$ cat src/hdl/fth_pkg.sv
// Shared constants and types of the flow tuple hash table.
package fth_pkg;

  localparam int SLOT_W = 10;
  localparam int SLOTS  = 2 ** SLOT_W;

  localparam int WORD_W  = 128;
  localparam int KEY_W   = 96;
  localparam int FIELD_W = 16;

  localparam logic [FIELD_W-1:0] EMPTY_CID = 16'hFFFF;

  localparam logic [1:0] STAT_HIT      = 2'd0;
  localparam logic [1:0] STAT_MISS     = 2'd1;
  localparam logic [1:0] STAT_INSERTED = 2'd2;
  localparam logic [1:0] STAT_FULL     = 2'd3;

  typedef struct packed {
    logic clr;
    logic load;
    logic rd;
    logic step;
    logic wr;
    logic out_load;
  } fth_cmd_t;

  typedef struct packed {
    logic clr_last;
    logic empty;
    logic match;
    logic last_probe;
    logic ins_write;
  } fth_sts_t;

endpackage

$ cat src/hdl/fth_ctrl.sv
// Controller state machine: clearing pass, request intake, probe sequencing.
module fth_ctrl
  import fth_pkg::*;
(
  input  logic     clk_i,
  input  logic     rst_ni,
  input  logic     in_valid_i,
  output logic     in_ready_o,
  output logic     out_valid_o,
  input  logic     out_ready_i,
  input  fth_sts_t sts_i,
  output fth_cmd_t cmd_o
);

  localparam logic [1:0] S_CLEAR = 2'd0;
  localparam logic [1:0] S_IDLE  = 2'd1;
  localparam logic [1:0] S_READ  = 2'd2;
  localparam logic [1:0] S_CHECK = 2'd3;

  logic [1:0] state_q, state_d;
  logic       out_valid_q, out_valid_d;
  logic       out_free;
  logic       done;

  assign out_free = !out_valid_q || out_ready_i;
  assign done     = sts_i.empty || sts_i.match || sts_i.last_probe;

  always_comb begin
    state_d    = state_q;
    cmd_o      = '0;
    in_ready_o = 1'b0;
    case (state_q)
      S_CLEAR: begin
        cmd_o.clr = 1'b1;
        if (sts_i.clr_last) begin
          state_d = S_IDLE;
        end
      end
      S_IDLE: begin
        in_ready_o = 1'b1;
        if (in_valid_i) begin
          cmd_o.load = 1'b1;
          state_d    = S_READ;
        end
      end
      S_READ: begin
        cmd_o.rd = 1'b1;
        state_d  = S_CHECK;
      end
      S_CHECK: begin
        if (done) begin
          if (out_free) begin
            cmd_o.out_load = 1'b1;
            cmd_o.wr       = sts_i.ins_write;
            state_d        = S_IDLE;
          end
        end else begin
          cmd_o.step = 1'b1;
          state_d    = S_READ;
        end
      end
      default: begin
        state_d = S_CLEAR;
      end
    endcase
  end

  always_comb begin
    out_valid_d = out_valid_q;
    if (cmd_o.out_load) begin
      out_valid_d = 1'b1;
    end else if (out_ready_i) begin
      out_valid_d = 1'b0;
    end
  end

  always_ff @(posedge clk_i or negedge rst_ni) begin
    if (!rst_ni) begin
      state_q     <= S_CLEAR;
      out_valid_q <= 1'b0;
    end else begin
      state_q     <= state_d;
      out_valid_q <= out_valid_d;
    end
  end

  assign out_valid_o = out_valid_q;

endmodule

$ cat config.mk
export PLATFORM = sky130hd
export DESIGN_NAME = fth_ctrl
export DESIGN_NICKNAME = d
export VERILOG_FILES = /design/src/hdl/fth_pkg.sv /design/src/hdl/fth_ctrl.sv
export SDC_FILE = /design/constraint.sdc
export NUM_CORES = 1
export LEC_CHECK = 0
export BUFFER_PORTS_ARGS = -buffer_cell sky130_fd_sc_hd__clkbuf_2
export CAP_MARGIN = 20
export CORE_AREA = 5 5 42 44
export CTS_CLUSTER_SIZE = 20
export DETAILED_ROUTE_END_ITERATION = 8
export DIE_AREA = 0 0 47 49
export PLACE_DENSITY = 0.37
export SETUP_SLACK_MARGIN = 0.3
export SYNTH_ARGS = -nofsm -noshare
export SYNTH_HDL_FRONTEND = slang
export SYNTH_SLANG_ARGS = --single-unit
export TNS_END_PERCENT = 100
$ cat constraint.sdc
create_clock -name clk_i -period 2.1 [get_ports clk_i]
set_clock_uncertainty 0.2 [all_clocks]
set_input_delay 0.21 -clock clk_i [delete_from_list [all_inputs] [get_ports clk_i]]
set_output_delay 0.21 -clock clk_i [all_outputs]
set_load 0.02 [all_outputs]
==> flow_summary.json, run 1 <==
{
  "crit_path_end": "cmd_o[1]",
  "clkTransAtPathRegs_ns": 0.04,
  "final.period_utilization_pct": 79.6,
  "layout_setup_ws_ns": 0.429,
  "syn2layout_area_growth_pct": 69.6,
  "ioPinCount": 17,
  "layout_commonest_cell": "clkbuf_2",
  "antenna_left": 0,
  "drv_slew": 0,
  "worstPathArrival_ns": 1.26,
  "hold_class": "input port to flop",
  "start_kind": "flop",
  "vias": 202,
  "holdWs_ns": 0.0611,
  "yosys.area_share.adder_pct": 0,
  "setup_viol": 0,
  "synth_top_family_by_area": "simple AND/OR/NAND/NOR gates",
  "final_nets": 50,
  "dr.pass1.iters": 2,
  "r2r_slack_ns": 1.00,
  "grt_pass1_vias": 221,
  "leakagePower_nw": 0.168,
  "syn_area_per_cell_um2": 9.26,
  "grt.total_usage_pct": 5.29,
  "gp_congestion": 0.678,
  "dieArea_mm2": 0.00230,
  "io_buffers": 16,
  "cts_buffer_depth": 2,
  "synth-simple-area-share_pct": 41.2,
  "final_cell_mix": "16 x clkbuf_2, 3 x clkbuf_4, 3 x dfrtp_1",
  "yosys_warnings": 0,
  "antenna_found_initial": 0,
  "wirelength_um": 509,
  "power_uw": 460,
  "htree_levels": 1,
  "fin_util_pct": 22.4,
  "critical_path_class": "flop to output port",
  "die_h_um": 49,
  "num_rows": 14,
  "drc": 0,
  "vias_per_cell": 3.61,
  "start_util_pct": 13.2,
  "outcome": "finished, final reports clean",
  "instances_no_fill": 56,
  "max_cap_viol_count": 0,
  "r2r_end": "state_q[1]",
  "place_area_um2": 278,
  "power_density_mw_per_mm2": 1460,
  "n_antenna_cell": 0,
  "clkLatencyLatePin_ns": 0.23,
  "cts_root_buf": "clkbuf_4",
  "r2r-start": "out_valid_o",
  "synthMuxAreaShare_pct": 0,
  "grt_pass1_wl_um": 821,
  "synthCells": 20,
  "grt_max_degree": 8,
  "placed_cells": 51,
  "relSlewSlack_pct": 86.6,
  "die_w_um": 47,
  "grt.overflow.total": 0,
  "ys_types": 14,
  "core_mm2": 0.00140,
  "ys_seq_area_share_pct": 40.5,
  "post_cts_buffers": 0,
  "post_cts_resized": 0,
  "ir_drop_mv": 0.381,
  "worst_setup_path_end_kind": "output port",
  "cp_max_fo": 3,
  "synth_seq_cells": 3,
  "cts-buffers-inserted": 3,
  "period_minus_slack_ns": 1.67,
  "worst_pin_slew_ns": 0.199,
  "synth_xor_area_share_pct": 0,
  "synth-compound-area-share_pct": 12.2,
  "fmax_ghz": 0.598,
  "syn_nets": 29,
  "drive_gt1_share_pct": 57.5,
  "finalHoldViolations": 0,
  "cp-startpoint": "out_valid_o",
  "cts_tree": "yes",
  "reg2reg_depth": 3,
  "fin_area_um2": 314,
  "syn_area_um2": 185,
  "rsz0062_at_grt": "false",
  "worstPathRequired_ns": 1.69,
  "detail_route.iter0.violations": 3,
  "fin_setup_tns_ns": 0,
  "wl_per_cell_um": 9.09,
  "clock_sinks": 3,
  "dpl_worst_slack_ns": 0.649
}
[how the worst min path moves through the flow]
stage / from / endpoint / slack [ns] / cells past startpoint
final: in_valid_i / state_q[1] / 0.06 / 3
after detailed placement: rst_ni / out_valid_o / -0.19 / 1
after floorplan: rst_ni / out_valid_o / -0.29 / 0
after CTS: in_valid_i / state_q[1] / 0.05 / 3
after global routing: in_valid_i / state_q[1] / 0.06 / 3
after global placement: rst_ni / state_q[0] / -0.19 / 1
[worst max-delay path, cell delays in order, from the launching register on]
cell,delay (ns)
dfrtp_1,0.37
nor2b_1,0.15
nor3_2,0.21
and2_1,0.15
clkbuf_2,0.16
[cell usage after synthesis]
| library cell | count | area [um^2] |
|---|---|---|
| o21ai_0 | 1 | 5.00 |
| dfrtp_1 | 3 | 75.1 |
| nor3_4 | 1 | 16.3 |
| nand2_1 | 1 | 3.75 |
| o21bai_1 | 1 | 7.51 |
| a21oi_1 | 2 | 10.0 |
| and3_2 | 1 | 7.51 |
| buf_4 | 1 | 7.51 |
| inv_1 | 1 | 3.75 |
| nor2_1 | 2 | 7.51 |
| nor3_2 | 1 | 10.0 |
| nor2b_1 | 2 | 12.5 |
| nand2_2 | 1 | 6.26 |
| and2_1 | 2 | 12.5 |
[power by group]
part	switching [mW]	total (mW)	internal [mW]
Sequential	0.0343	0.122	0.0874
Combinational	0.151	0.238	0.0869
Clock	0.0285	0.0996	0.0711
[layout make-up]
class | instances | area [um^2]
tap | 16 | 20.0
inverter | 1 | 3.75
timing repair buffer | 17 | 90.1
multi-input combinational | 15 | 98.8
clock buffer | 4 | 26.3
sequential | 3 | 75.1
fill | 168 | 1090
[sequential cells by signal, summed over array words and instances (netlist names)]
signal and flops:
out_valid_o 1, state_q 2
[cell families (layout without fill, tap and decap cells)]
kind of cell / after synthesis / count (layout)
AOI/OAI and AO/OA: 4 / 4
and+or+nand+nor: 11 / 11
buffers and inverters: 2 / 22
DFF: 3 / 3
[per-layer routing]
| metal | GRT usage, % | wire length [um] | vias up |
|---|---|---|---|
| met2 | 6.56 | 207 | 13 |
| met1 | 5.53 | 222 | 84 |
| met3 | 3.32 | 78 | 0 |
| met5 | 0 | 0 | - |
| met4 | 5.53 | 0 | 0 |
| li1 | - | - | 105 |
[repair_timing]
item,CTS,global route
hold buffers,1,0
setup endpoints to repair,0,0
hold endpoints to repair,3,0
No activity file was read; power rests on OpenSTA's default activity.
==> run 2, diff against run 1 <==
Settings changed: ABC_AREA set to 1, PLACE_DENSITY 0.37 to 0.41.
Clock period 2.1 ns to 1.5 ns, I/O delays scaled along.
==> run 2 against run 1 <==
- core utilization grew 9.8 points
- routed wire length grew 17%
- cell count grew 27%
- largest cell class is now buffers
- critical path type unchanged
- largest power group unchanged
- non-clock buffer count grew 5
- critical path depth is the same
- setup slack lost 0.38 ns
- flip-flop and latch count is the same
- sequential power grew 30%
- clock-buffer cell count is the same
- first-iteration DRC count shrank 100%
- total power grew 120%
==> flow_summary.json, run 2 <==
{
  "outcome": "finished, final reports clean",
  "drc": 0,
  "grt_pass1_vias": 254,
  "htree_levels": 1,
  "drv_slew": 0,
  "m1WireLength_um": 219,
  "worst_pin_slew_ns": 0.205,
  "grt_max_degree": 5,
  "largest_register": "state_q",
  "clkLatencyLatePin_ns": 0.23,
  "worstPathArrival_ns": 1.10,
  "dieArea_mm2": 0.00230,
  "crit_family": "flip-flops",
  "p_seq_share_pct": 15.6,
  "synthFlopType": "dfrtp_1",
  "ys_types": 13,
  "cts_root_buf": "clkbuf_4",
  "cp-startpoint": "state_q[0]",
  "wl_met2_um": 341,
  "vias_per_cell": 3.85,
  "syn_nets": 39,
  "yosys_warnings": 0,
  "start_util_pct": 14.9,
  "grt.overflow.total": 0,
  "clkTransAtPathRegs_ns": 0.04,
  "fmax_ghz": 0.689,
  "finalHoldViolations": 0,
  "gp_congestion": 0.573,
  "power_mw": 1.02,
  "clock_sinks": 3,
  "syn2layout_area_growth_pct": 116,
  "cts_tree": "yes",
  "rsz0062_at_grt": "true",
  "grt_pass1_wl_um": 993,
  "fin_setup_tns_ns": 0,
  "wirelength_um": 597,
  "critical_path_class": "flop to output port",
  "cp_slowest_cell": "dfrtp_1",
  "fin_area_um2": 452,
  "dr.max_layer_used": "met3",
  "comb_power_share_pct": 70.5,
  "antenna_found_initial": 0,
  "instances_no_fill": 71,
  "synth_edf_count": 0,
  "dr.pass1.iters": 1,
  "cts_buffer_depth": 2,
  "max_cap_viol_count": 0,
  "p_clk_share_pct": 13.8,
  "setup_viol": 0,
  "syn_area_per_cell_um2": 6.97,
  "crit_buf_inv": 3,
  "worstPathRequired_ns": 1.15,
  "antenna_left": 0,
  "p_int_uw": 556,
  "die_h_um": 49,
  "leakagePower_nw": 0.246,
  "async_flop_share_pct": 100,
  "worst_setup_path_end_kind": "output port",
  "core_mm2": 0.00140,
  "syn_area_um2": 209,
  "ys_seq_area_share_pct": 35.9,
  "ir_drop_mv": 0.879,
  "num_rows": 14,
  "grt.total_usage_pct": 6.14,
  "drive_gt1_share_pct": 67.3,
  "p_sw_share_pct": 45.3,
  "slowest_delay_ns": 0.39,
  "power_density_mw_per_mm2": 2250,
  "placed_cells": 61,
  "synth_seq_cells": 3,
  "switching_power_uw": 459,
  "synth_area_leaders": "dfrtp_1 36%, inv_1 13%, nor2_1 13%",
  "vias": 273,
  "met3_length_um": 37,
  "final.period_utilization_pct": 96.7,
  "synthCells": 30,
  "ioPinCount": 17,
  "path_cells": "inv_1, nand2_2, inv_1, clkbuf_2",
  "hold_class": "input port to flop",
  "largest_register_ffs": 2,
  "detail_route.iter0.violations": 0,
  "die_w_um": 47,
  "final_nets": 65,
  "period_minus_slack_ns": 1.45,
  "dp_hpwl_um": 476,
  "io_buffers": 16,
  "worstHoldStart": "out_ready_i",
  "relSlewSlack_pct": 86.3,
  "layout_commonest_cell": "clkbuf_2",
  "synth.largest_area_cell": "dfrtp_1",
  "synthTopCellsByCount": "7 x inv_1, 7 x nor2_1, 3 x dfrtp_1",
  "cts-buffers-inserted": 3,
  "wl_per_cell_um": 8.41,
  "start_kind": "flop",
  "fin_util_pct": 32.2,
  "r2r-start": "state_q[0]",
  "synth_top_area_share_pct": 35.9,
  "place_area_um2": 308,
  "path_common_cell": "inv_1",
  "final_cell_mix": "10 x clkbuf_2, 7 x inv_1, 7 x buf_4",
  "cp_max_fo": 3,
  "n_antenna_cell": 0
}
==> run 2: cell count changes after synthesis, moves of 2 or more <==
cell / before / now
nor2b_1: 2 / 0
a21oi_1: 2 / 0
inv_1: 1 / 7
nor2_1: 2 / 7
nand3_1: 0 / 2
and2_1: 2 / 0
==> run 2: tightest hold or removal path, delay by kind of cell <==
kind / cells / cell delay [ns]
simple gates: 2 / 0.12
buf+inv: 2 / 0.15
==> run 2: routing by layer <==
layer	up-vias	GRT usage [%]
li1	137	-
met1	128	5.97
met2	8	9.50
met3	0	3.32
met4	0	4.15
met5	-	0
==> run 2: area by class of cell <==
cell class                 instances  area (um^2)
clock buffer                       4         26.3
fill                             171          950
inverter                           8         30.0
multi-input combinational         18          145
sequential                         3         76.3
tap                               16         20.0
timing repair buffer              22          154
==> run 2: timing repair <==
item                       in CTS  in global routing
hold endpoints to repair        3                  0
hold buffers                    1                  0
setup buffers                   4                  1
gates resized for setup         6                 17
setup endpoints to repair       7                  9
pin swaps                       5                  1
==> run 2: cell families after synthesis <==
logic type,Yosys count,synth area share (%)
flops,3,35.9
buf+inv,9,18.0
compound gates,2,5.39
simple gates,16,40.7
==> run 2: path summary, 6_finish.rpt <==
| kind | to | slack, ns | cells after the start |
|---|---|---|---|
| setup / recovery | cmd_o[5] | 0.05 | 4 |
| hold / removal | out_valid_o | 0.03 | 4 |
| setup reg to reg | state_q[0] | 0.28 | 4 |
| hold reg to reg | out_valid_o | 0.47 | 4 |
| max in group asynchronous | out_valid_o | 0.94 | 2 |
| min in group asynchronous | out_valid_o | 0.04 | 2 |
==> run 2: power by group through the flow <==
| stage | combinational (mW) | sequential [mW] | clock [mW] |
|---|---|---|---|
| after floorplan | 0.302 | 0.182 | 0 |
| after global placement | 0.425 | 0.172 | 0 |
| after detailed placement | 0.428 | 0.172 | 0 |
| after CTS | 0.548 | 0.159 | 0.150 |
| after global routing | 0.778 | 0.169 | 0.159 |
| final | 0.716 | 0.159 | 0.141 |
==> run 2: per-stage QoR <==
stage	hold WS, ns	worst slack (ns)
2_1_floorplan	-0.346	0.236
3_3_place_gp	-0.250	0.214
3_5_place_dp	-0.250	0.197
4_1_cts	0.00291	0.0174
5_1_grt	0.0363	-0.0522
6_report	0.0261	0.0495
==> run 3, diff against run 2 <==
Settings changed: CTS_BUF_LIST set to sky130_fd_sc_hd__clkbuf_2, PLACE_DENSITY 0.41 to 0.39.
Clock period 1.5 ns to 1.45 ns, I/O delays scaled along.
==> run 3 against run 2 <==
- the flow now finishes with violations (negative setup slack)
- cell area up 5.8%
- die area unchanged
- clock-buffer cell count unchanged
- routed wire length up 0.34%
- critical path type unchanged
- core utilization up 1.9 points
- combinational power up 13%
- largest cell class unchanged
- global-route usage up 0.28 points
==> flow_summary.json, run 3 (synthesis results as in run 2) <==
{
  "antenna_found_initial": 0,
  "layout_commonest_cell": "clkbuf_2",
  "cts_buffer_depth": 2,
  "final.period_utilization_pct": 100,
  "grt_max_degree": 5,
  "holdPathEnd": "state_q[0]",
  "slowest_delay_ns": 0.38,
  "cp_max_fo": 3,
  "gp_congestion": 0.695,
  "reg2reg_depth": 7,
  "leakagePower_nw": 0.255,
  "wirelength_um": 599,
  "dp_hpwl_um": 463,
  "max_cap_viol_count": 0,
  "fmax_ghz": 0.687,
  "crit_family": "flip-flops",
  "clock_sinks": 3,
  "cts_tree": "yes",
  "violations": "negative setup slack",
  "outcome": "finished with violations",
  "largest_register": "state_q",
  "worstHoldStart": "sts_i[4]",
  "fin_area_um2": 478,
  "n_antenna_cell": 0,
  "path_cells": "nand2_2, inv_2, nand2_4, nor3b_4, clkbuf_8",
  "grt.overflow.total": 0,
  "cp_num_cells": 5,
  "clkLatencyLatePin_ns": 0.20,
  "cts-buffers-inserted": 3,
  "place_area_um2": 317,
  "relSlewSlack_pct": 87.7,
  "detail_route.iter0.violations": 0,
  "die_w_um": 47,
  "r2r_end": "state_q[1]",
  "die_h_um": 49,
  "final_nets": 65,
  "seq_area_um2": 76.3,
  "cp_slowest_cell": "dfrtp_1",
  "crit_buf_inv": 2,
  "htree_levels": 1,
  "fin_setup_tns_ns": -0.00544,
  "ioPinCount": 17,
  "multi_input_area_um2": 150,
  "start_util_pct": 14.9,
  "grt_pass1_wl_um": 1040,
  "drv_slew": 0,
  "r2r-start": "state_q[0]",
  "worstPathArrival_ns": 1.11,
  "ir_drop_mv": 0.947,
  "r2r_slack_ns": 0.19,
  "start_kind": "flop",
  "power_density_mw_per_mm2": 2280,
  "dr.pass1.iters": 1,
  "finalHoldViolations": 0,
  "drive_gt1_share_pct": 74.5,
  "clkTransAtPathRegs_ns": 0.04,
  "hold_class": "input port to flop",
  "num_rows": 14,
  "syn2layout_area_growth_pct": 129,
  "io_buffers": 16,
  "setup_viol": 1,
  "rsz0062_at_grt": "true",
  "wl_per_cell_um": 8.44,
  "vias": 251,
  "n_fill_cell": 148,
  "hold_depth": 3,
  "core_mm2": 0.00140,
  "worstPathRequired_ns": 1.11,
  "vias_per_cell": 3.54,
  "layout_setup_ws_ns": -0.00544,
  "cts_root_buf": "clkbuf_2",
  "worst_setup_path_end_kind": "output port",
  "period_minus_slack_ns": 1.46,
  "drc": 0,
  "worst_pin_slew_ns": 0.185,
  "largest_register_ffs": 2,
  "antenna_left": 0,
  "grt.total_usage_pct": 6.42,
  "critical_path_class": "flop to output port",
  "grt_pass1_vias": 261,
  "dieArea_mm2": 0.00230,
  "holdWs_ns": 0.0421,
  "power_mw": 1.09,
  "final_cell_mix": "13 x clkbuf_2, 6 x buf_4, 5 x inv_1"
}
-- run 3: cell counts in the layout (fill, tap and decap cells not counted) --
No cell type changed its count.
-- run 3: timing repair --
item	4_1_cts	5_1_grt
buffers inserted	4	1
hold buffers	1	0
pin swaps	5	5
gates resized for setup	14	16
hold endpoints to repair	3	0
endpoints found under the setup margin	7	10
-- run 3: final cells by class --
class,instances,area share [%]
repair buffers,22,36.9
inverters,8,7.33
well taps,16,4.19
flip-flops and latches,3,16.0
multi-input cells,18,31.4
clock buffers,4,4.19
-- run 3: worst min-delay path, cell delays in order --
cell and delay [ns]:
clkbuf_2 0.09, nor2_2 0.05, a31oi_4 0.12
-- run 3: where the power goes --
part | switching, mW | internal [mW]
combinational | 0.421 | 0.387
clock | 0.0425 | 0.0727
sequential | 0.0342 | 0.131
total | 0.498 | 0.591
-- run 3: through the flow --
stage | utilization (%) | worst slack, ns | std cells
6_report | 34.1 | -0.00544 | 71
5_1_grt | 34.1 | -0.117 | 71
4_1_cts | 30.1 | -0.0340 | 70
3_5_place_dp | 22.6 | 0.115 | 61
3_3_place_gp | 22.6 | 0.118 | 61
2_1_floorplan | - | 0.243 | 30
-- run 3: metal layers --
layer  share of wire (%)  wire, um  track usage [%]
met1                  44       265             7.52
met2                  41       247             9.05
met3                  15        87             5.17
met4                   0         0             1.38
met5                   0         0                0
-- run 3: worst max-delay path by stage --
| stage | startpoint | endpoint | slack (ns) |
|---|---|---|---|
| after floorplan | state_q[0] | cmd_o[1] | 0.24 |
| after global placement | state_q[1] | cmd_o[1] | 0.12 |
| after detailed placement | state_q[1] | cmd_o[1] | 0.12 |
| after CTS | state_q[0] | cmd_o[1] | -0.03 |
| after global routing | state_q[0] | cmd_o[1] | -0.12 |
| final | state_q[0] | cmd_o[1] | -0.005 |
